--- config.mk ---
export PLATFORM = sky130hd
export DESIGN_NAME = dhpq_ctrl
export DESIGN_NICKNAME = d
export VERILOG_FILES = /design/src/hdl/dhpq_pkg.sv /design/src/hdl/dhpq_ctrl.sv
export VERILOG_INCLUDE_DIRS = /design/src /design/src/hdl
export SDC_FILE = /design/constraint.sdc
export NUM_CORES = 1
export LEC_CHECK = 0
export BUFFER_PORTS_ARGS = -buffer_cell sky130_fd_sc_hd__buf_2
export CAP_MARGIN = 25
export CORE_AREA = 2 2 39 41
export DETAILED_ROUTE_END_ITERATION = 10
export DIE_AREA = 0 0 41 43
export PLACE_DENSITY = 0.73
export SETUP_SLACK_MARGIN = 0.4
export SLEW_MARGIN = 20
export SYNTH_ARGS = -nofsm -noshare
export SYNTH_HDL_FRONTEND = slang
export SYNTH_SLANG_ARGS = --single-unit
--- constraint.sdc ---
create_clock -name i_clk -period 1.92 [get_ports i_clk]
set_input_delay 0.096 -clock i_clk [delete_from_list [all_inputs] [get_ports i_clk]]
set_output_delay 0.096 -clock i_clk [all_outputs]
set_load 0.1 [all_outputs]
--- src/hdl/assert_macros.svh ---
// Assertion macros shared by the heap queue RTL
`ifndef ASSERT_MACROS_SVH
`define ASSERT_MACROS_SVH
// Implication checked at every clock edge outside reset
`define ASSERT_IMPL(label, ante, cons) \
    label: assert property (@(posedge i_clk) disable iff (!i_rst_n) (ante) |-> (cons)) \
        else $error("assertion failed");
// Next-cycle implication outside reset
`define ASSERT_NEXT(label, ante, cons) \
    label: assert property (@(posedge i_clk) disable iff (!i_rst_n) (ante) |=> (cons)) \
        else $error("assertion failed");
`endif

--- src/hdl/dhpq_pkg.sv ---
// Package: constants, codes and command/status types for the heap queue
`default_nettype none
package dhpq_pkg;
    localparam int CAPACITY   = 256;
    localparam int MAX_DEGREE = 8;
    localparam int AW         = $clog2(CAPACITY);
    localparam int CW         = AW + 1;
    localparam int DW         = 4;

    localparam logic [1:0] FUNC_INSERT   = 2'd0;
    localparam logic [1:0] FUNC_EXTRACT  = 2'd1;
    localparam logic [1:0] FUNC_INCREASE = 2'd2;

    localparam logic [1:0] ST_OK     = 2'd0;
    localparam logic [1:0] ST_EMPTY  = 2'd1;
    localparam logic [1:0] ST_FULL   = 2'd2;
    localparam logic [1:0] ST_BADIDX = 2'd3;

    // Datapath command codes
    localparam logic [3:0] CMD_NONE      = 4'd0;
    localparam logic [3:0] CMD_LOAD      = 4'd1;  // latch input item
    localparam logic [3:0] CMD_INS_WR    = 4'd2;  // write key at count, pos=count
    localparam logic [3:0] CMD_EXT_RD0   = 4'd3;  // read root
    localparam logic [3:0] CMD_EXT_RDL   = 4'd4;  // capture root, read last
    localparam logic [3:0] CMD_EXT_WR0   = 4'd5;  // cur=last, write root
    localparam logic [3:0] CMD_INC_RD    = 4'd6;  // read entry at index
    localparam logic [3:0] CMD_INC_WR    = 4'd7;  // saturating add, write back
    localparam logic [3:0] CMD_UP_RD     = 4'd8;  // read parent
    localparam logic [3:0] CMD_UP_CMP    = 4'd9;  // compare, write parent
    localparam logic [3:0] CMD_UP_WR     = 4'd10; // write moved parent down
    localparam logic [3:0] CMD_DN_START  = 4'd11; // set first child, read it
    localparam logic [3:0] CMD_DN_SCAN   = 4'd12; // compare a child, read next
    localparam logic [3:0] CMD_DN_SWAP   = 4'd13; // write child into pos
    localparam logic [3:0] CMD_DN_WR     = 4'd14; // write cur into best

    typedef struct packed {
        logic [3:0] op;
    } t_cmd;

    typedef struct packed {
        logic [1:0] func;
        logic       empty;
        logic       full;
        logic       bad_idx;
        logic       at_root;
        logic       up_move;
        logic       dn_leaf;
        logic       scan_last;
        logic       dn_move;
    } t_stat;
endpackage
`default_nettype wire

--- src/hdl/dhpq_ctrl.sv ---
// Controller: sequences each operation over the datapath
`default_nettype none
module dhpq_ctrl (
    input  wire logic           i_clk,
    input  wire logic           i_rst_n,
    input  wire logic           i_valid,
    output logic                o_stall,
    output logic                o_valid,
    input  wire logic           i_stall,
    output dhpq_pkg::t_cmd      o_cmd,
    input  wire dhpq_pkg::t_stat i_stat,
    output logic                o_finish
);
    import dhpq_pkg::*;

    localparam logic [3:0] S_IDLE = 4'd0, S_DISP = 4'd1, S_EXT1 = 4'd2,
        S_EXT3 = 4'd4, S_INC1 = 4'd5, S_INC2 = 4'd6, S_UPRD = 4'd7, S_UPCMP = 4'd8,
        S_UPWR = 4'd9, S_DNST = 4'd10, S_DNSC = 4'd12,
        S_DNDEC = 4'd13, S_DNWR = 4'd14, S_DONE = 4'd15;

    logic [3:0] r_state, n_state;
    logic       r_valid, n_valid;
    logic       take;

    assign take = i_valid && !o_stall;
    // Busy while an item runs or a finished result cannot leave
    assign o_stall = (r_state != S_IDLE) || (r_valid && i_stall);
    assign o_valid = r_valid;

    always_comb begin
        n_state = r_state;
        o_cmd.op = CMD_NONE;
        o_finish = 1'b0;
        n_valid = r_valid && i_stall;
        case (r_state)
            S_IDLE: if (take) begin
                o_cmd.op = CMD_LOAD; n_state = S_DISP;
            end
            S_DISP: begin
                if (i_stat.empty || i_stat.full || i_stat.bad_idx) n_state = S_DONE;
                else if (i_stat.func == FUNC_INSERT) begin
                    o_cmd.op = CMD_INS_WR; n_state = S_UPRD;
                end else if (i_stat.func == FUNC_EXTRACT) begin
                    o_cmd.op = CMD_EXT_RD0; n_state = S_EXT1;
                end else if (i_stat.func == FUNC_INCREASE) begin
                    o_cmd.op = CMD_INC_RD; n_state = S_INC1;
                end else n_state = S_DONE;
            end
            S_EXT1: begin o_cmd.op = CMD_EXT_RDL; n_state = S_EXT3; end
            S_EXT3: begin o_cmd.op = CMD_EXT_WR0; n_state = S_DNST; end
            S_INC1: n_state = S_INC2;
            S_INC2: begin o_cmd.op = CMD_INC_WR; n_state = S_UPRD; end
            S_UPRD: begin
                if (i_stat.at_root) n_state = S_DONE;
                else begin o_cmd.op = CMD_UP_RD; n_state = S_UPCMP; end
            end
            S_UPCMP: begin
                o_cmd.op = CMD_UP_CMP;
                n_state = i_stat.up_move ? S_UPWR : S_DONE;
            end
            S_UPWR: begin o_cmd.op = CMD_UP_WR; n_state = S_UPRD; end
            S_DNST: begin
                if (i_stat.dn_leaf) n_state = S_DONE;
                else begin o_cmd.op = CMD_DN_START; n_state = S_DNSC; end
            end
            S_DNSC: begin
                o_cmd.op = CMD_DN_SCAN;
                n_state = i_stat.scan_last ? S_DNDEC : S_DNSC;
            end
            S_DNDEC: begin
                if (i_stat.dn_move) begin o_cmd.op = CMD_DN_SWAP; n_state = S_DNWR; end
                else n_state = S_DONE;
            end
            S_DNWR: begin o_cmd.op = CMD_DN_WR; n_state = S_DNST; end
            S_DONE: if (!(r_valid && i_stall)) begin
                o_finish = 1'b1; n_valid = 1'b1; n_state = S_IDLE;
            end
            default: n_state = S_IDLE;
        endcase
    end

    always_ff @(posedge i_clk) begin
        if (!i_rst_n) begin
            r_state <= S_IDLE; r_valid <= 1'b0;
        end else begin
            r_state <= n_state; r_valid <= n_valid;
        end
    end

    `include "assert_macros.svh"
    `ASSERT_IMPL(a_no_take_busy, r_state != S_IDLE, !take)
    `ASSERT_NEXT(a_finish_valid, o_finish, r_valid)
endmodule
`default_nettype wire

Word level (Yosys, flattened, before mapping)

Cells that the tools add are included.

Input bits: 14
Output and inout port bits: 7
Register bits: 5
Logic and storage cells: 55

Reduce and logical (&&, ||, !) cells: 12
Multiplexer cells: 24
Equality and inequality tests: 17

Operator list:

| cell                                          | count |
|---|---|
| case mux 4 bit (12 select lines)              | 2 |
| two-way mux 4 bit                             | 9 |
| == test 4 bit, second input constant          | 7 |
| two-way mux 3 bit                             | 6 |
| == test 4 x 3 -> 1 bit, second input constant | 4 |
| two-way mux 1 bit                             | 6 |
| == test 4 x 1 -> 1 bit, second input constant | 1 |
| == test 4 x 2 -> 1 bit, second input constant | 1 |
| logical NOT 4 bit                             | 1 |
| inequality test 2 bit, second input constant  | 2 |
| nonzero test 4 bit                            | 1 |
| OR reduction 2 bit                            | 2 |
| logical OR 1 bit                              | 3 |
| == test 2 x 1 -> 1 bit, second input constant | 1 |
| == test 2 bit, second input constant          | 1 |
| logical AND 1 bit                             | 2 |
| logical NOT 2 bit                             | 1 |
| two-way mux 2 bit                             | 1 |
| AND reduction 2 bit                           | 1 |
| logical NOT 1 bit                             | 1 |

Longest topological paths before layout

Word-level depth: 6
Depth in mapped cells: 6

Worst setup path before layout

No wires, ideal clock.

Path type: reg2out
Start point: register r_state[2]
End point: output o_cmd[1] (netlist bit)
Buffers on the path: 3
Slack: -1.385 ns
Data arrival time: 3.209 ns
Stages on the path, launching flop included: 6
Cells stage by stage: dfxtp_1 -> buf_6 -> buf_2 -> buf_1 -> a21oi_1 -> o32ai_1

RTL lines:

| what                   | RTL line        | RTL |
|---|---|---|
| from (decl)            | dhpq_ctrl.sv:21 | `logic [3:0] r_state, n_state;` |
| from (signal assigned) | dhpq_ctrl.sv:86 | `r_state <= n_state; r_valid <= n_valid;` |
| to (decl)              | dhpq_ctrl.sv:10 | `output dhpq_pkg::t_cmd o_cmd,` |

==> metrics.md <==
| Metric | Value |
|---|---|
| Critical Path RT | 1.82 ns |
| Period minus WS final | 1.60 ns |
| Min-delay src | i_rst_n |
| R2R depth | 5 |
| Total wire length | 2410 um |
| Core Rows | 14 |
| Crit-path cells | nand2_4 -> a31oi_4 -> nor2_1 -> o31a_2 -> buf_12 |
| Synth Area in Adders | 0% |
| Final Skew | 0.00493 ns |
| Final cycle utilization of the critical path | 83.2% |
| ANT cells | 0 |
| Unrepaired setup endpoints after global routing | yes |
| Post-synth cell types | 34 |
| Final hold violation count | 0 |
| Die area | 0.00176 mm2 |
| Final Setup Violations | 0 |
| Drt pass-1 iters | 4 |
| Crit. End Element | output port |
| Antenna violations before repair | 0 |
| Setup TNS | 0 ns |
| Cell with the most instances after synthesis | nand2_1 |
| NumNets Final | 140 |
| Register area share after synthesis | 16.6% |
| CORE AREA | 0.00138 mm2 |
| Worst path slowest cell | dfxtp_4 |
| CP Max Fanout | 6 |
| Synth cell count leaders | nand2_1 (11), a21oi_1 (8), nor2_1 (7), inv_1 (6) |
| Yosys warns | 0 |
| Setup CP Type | flip-flop to output port |
| Starting Density | 43.5% |
| Vias per Instance | 6.11 |
| Seq cells post-synth | 5 |
| Share of cells above drive strength 1 | 56.8% |
| Main synth FF type | dfxtp_1 |
| Synth top area cells | dfxtp_1 (17%), nand2_1 (6.9%), a21oi_1 (6.7%) |
| Post-Syn Nets | 104 |
| H-tree Lvls | 1 |
| Synth Area in Simple Gates | 35.1% |
| Startpoint class of the critical path | flip-flop |
| Root buf cell | clkbuf_4 |
| Fmax | 626 MHz |
| Worst flop-to-flop path startpoint | r_state[2] |
| Asr flop ratio synth | 0% |
| MaxCap Viol Count | 0 |
| Post-Layout Cell Count | 141 |
| Vias in the first global route | 799 |
| Wirelength per Cell | 17.1 um |
| Yosys top cell by area | dfxtp_1 |
| Area Overhead vs Synth | 86.1% |
| GRT Overall Usage | 31.1% |
| # DRC | 0 |
| Largest family of logic cells by synthesized area | compound AO/OA/AOI/OAI gates |
| Arrival @ worst endpoint | 1.50 ns |
| Clock transition at path regs | 0.05 ns |
| CTS max path bufs | 2 |
| Slew HR | 63.8% |
| Hold EP | r_state[1] |
| Final ANT Viol Nets | 0 |
| Final core utilization | 80.9% |
| Pin count of the biggest net entering global routing | 16 |
| Pins Over Slew Limit | 0 |
| Complex-gate fraction of the synthesized area | 37.2% |
| Worst R2R End | r_state[0] |
| Placed cell areas | 880 um2 |
| Final instance area | 0.00112 mm2 |
| Worst hold stages | 2 |
| GRT Residual Overflow | 0 |
| Mux contribution to synthesized area | 0% |
| IO Pins | 21 |
| Post-synth top area share | 16.6% |
| Worst-Skew Late Latency | 0.26 ns |
| Syn_area_per_cell | 6.69 um2 |
| HP Class | primary input to flip-flop |
| 1st-iter DRT viols | 32 |
| Fraction of synthesized cell area in xor and xnor cells | 0% |
| Post-DP HPWL | 1370 um |
| First-pass GRT wire length | 3640 um |
| Die W | 41 um |
| Area of the mapped netlist | 602 um2 |
| Clock net sink count | 5 |
| Post-synth EDFFs | 0 |
| CTS Buf Count | 3 |
| R2R Setup Slk | 0.34 ns |
| Worst stage delay on the critical path | 0.39 ns |
| Port bufs | 20 |
| Worst-Margin Slew | 0.529 ns |
| Gpl congestion | 0.892 |
| DR vias | 861 |
| Post-Syn Instances | 90 |
| CP startpoint | o_valid |
| Status | finished, final reports clean |
| Chip Height | 43 um |
| DP Cell Count | 122 |
| CTS tree | done |
==> stage by stage <==
step,hold WS (ns),worst slack (ns)
finish,0.0973,0.322
CTS,0.102,0.348
detailed placement,0.359,0.270
global placement,0.361,0.317
global route,0.0971,0.265
floorplan,0.224,0.289
==> critical path, delay by kind of cell, from the launching register on <==
family	cells	cell delay (ns)
flops	1	0.39
buf+inv	1	0.17
compound gates	2	0.51
simple gates	2	0.16
==> cell type report <==
| cell class | count | area [um2] |
|---|---|---|
| clock buffers | 4 | 26.3 |
| fillers | 86 | 264 |
| inverters | 6 | 22.5 |
| multi-input cells | 71 | 603 |
| flip-flops and latches | 5 | 119 |
| well taps | 16 | 20.0 |
| repair buffers | 39 | 329 |
==> registers in the layout, summed over array words and instances (netlist names) <==
name and flops:
r_state 4, o_valid 1
==> metal layers <==
layer | vias up | track usage (%) | wire (um)
met5 | - | 0 | 0
met4 | 0 | 17.3 | 54
met3 | 6 | 8.38 | 150
met2 | 42 | 46.3 | 1270
met1 | 408 | 38.6 | 929
li1 | 405 | - | -
==> what timing repair did <==
action / CTS / global route
pin swaps: 7 / 2
gates resized for setup: 15 / 11
hold buffers: 0 / 0
buffers inserted: 11 / 4
setup endpoints to repair: 8 / 5
==> layout by cell type, fill, tap and decap left out, types with 3 or more instances in the layout <==
cell / instances
clkbuf_4: 3
buf_4: 17
nor2_1: 6
buf_2: 15
buf_12: 5
a21oi_4: 3
dfxtp_4: 5
a211oi_1: 3
inv_1: 6
nand2_1: 8
nor2b_1: 3
a21oi_1: 5
==> logic make-up after synthesis <==
logic type	count (synthesis)
buf+inv	14
flops	5
compound gates	32
simple gates	39
==> worst max path at each step <==
stage	endpoint	slack [ns]	cells after the start
floorplan	o_cmd[1]	0.29	5
global placement	o_cmd[0]	0.32	5
detailed placement	o_cmd[0]	0.27	5
CTS	o_cmd[0]	0.35	5
global route	o_cmd[0]	0.27	5
finish	o_cmd[0]	0.32	5
Power is not shown: default switching activity piles up to over one toggle a cycle in this logic, so the estimate is an artifact.
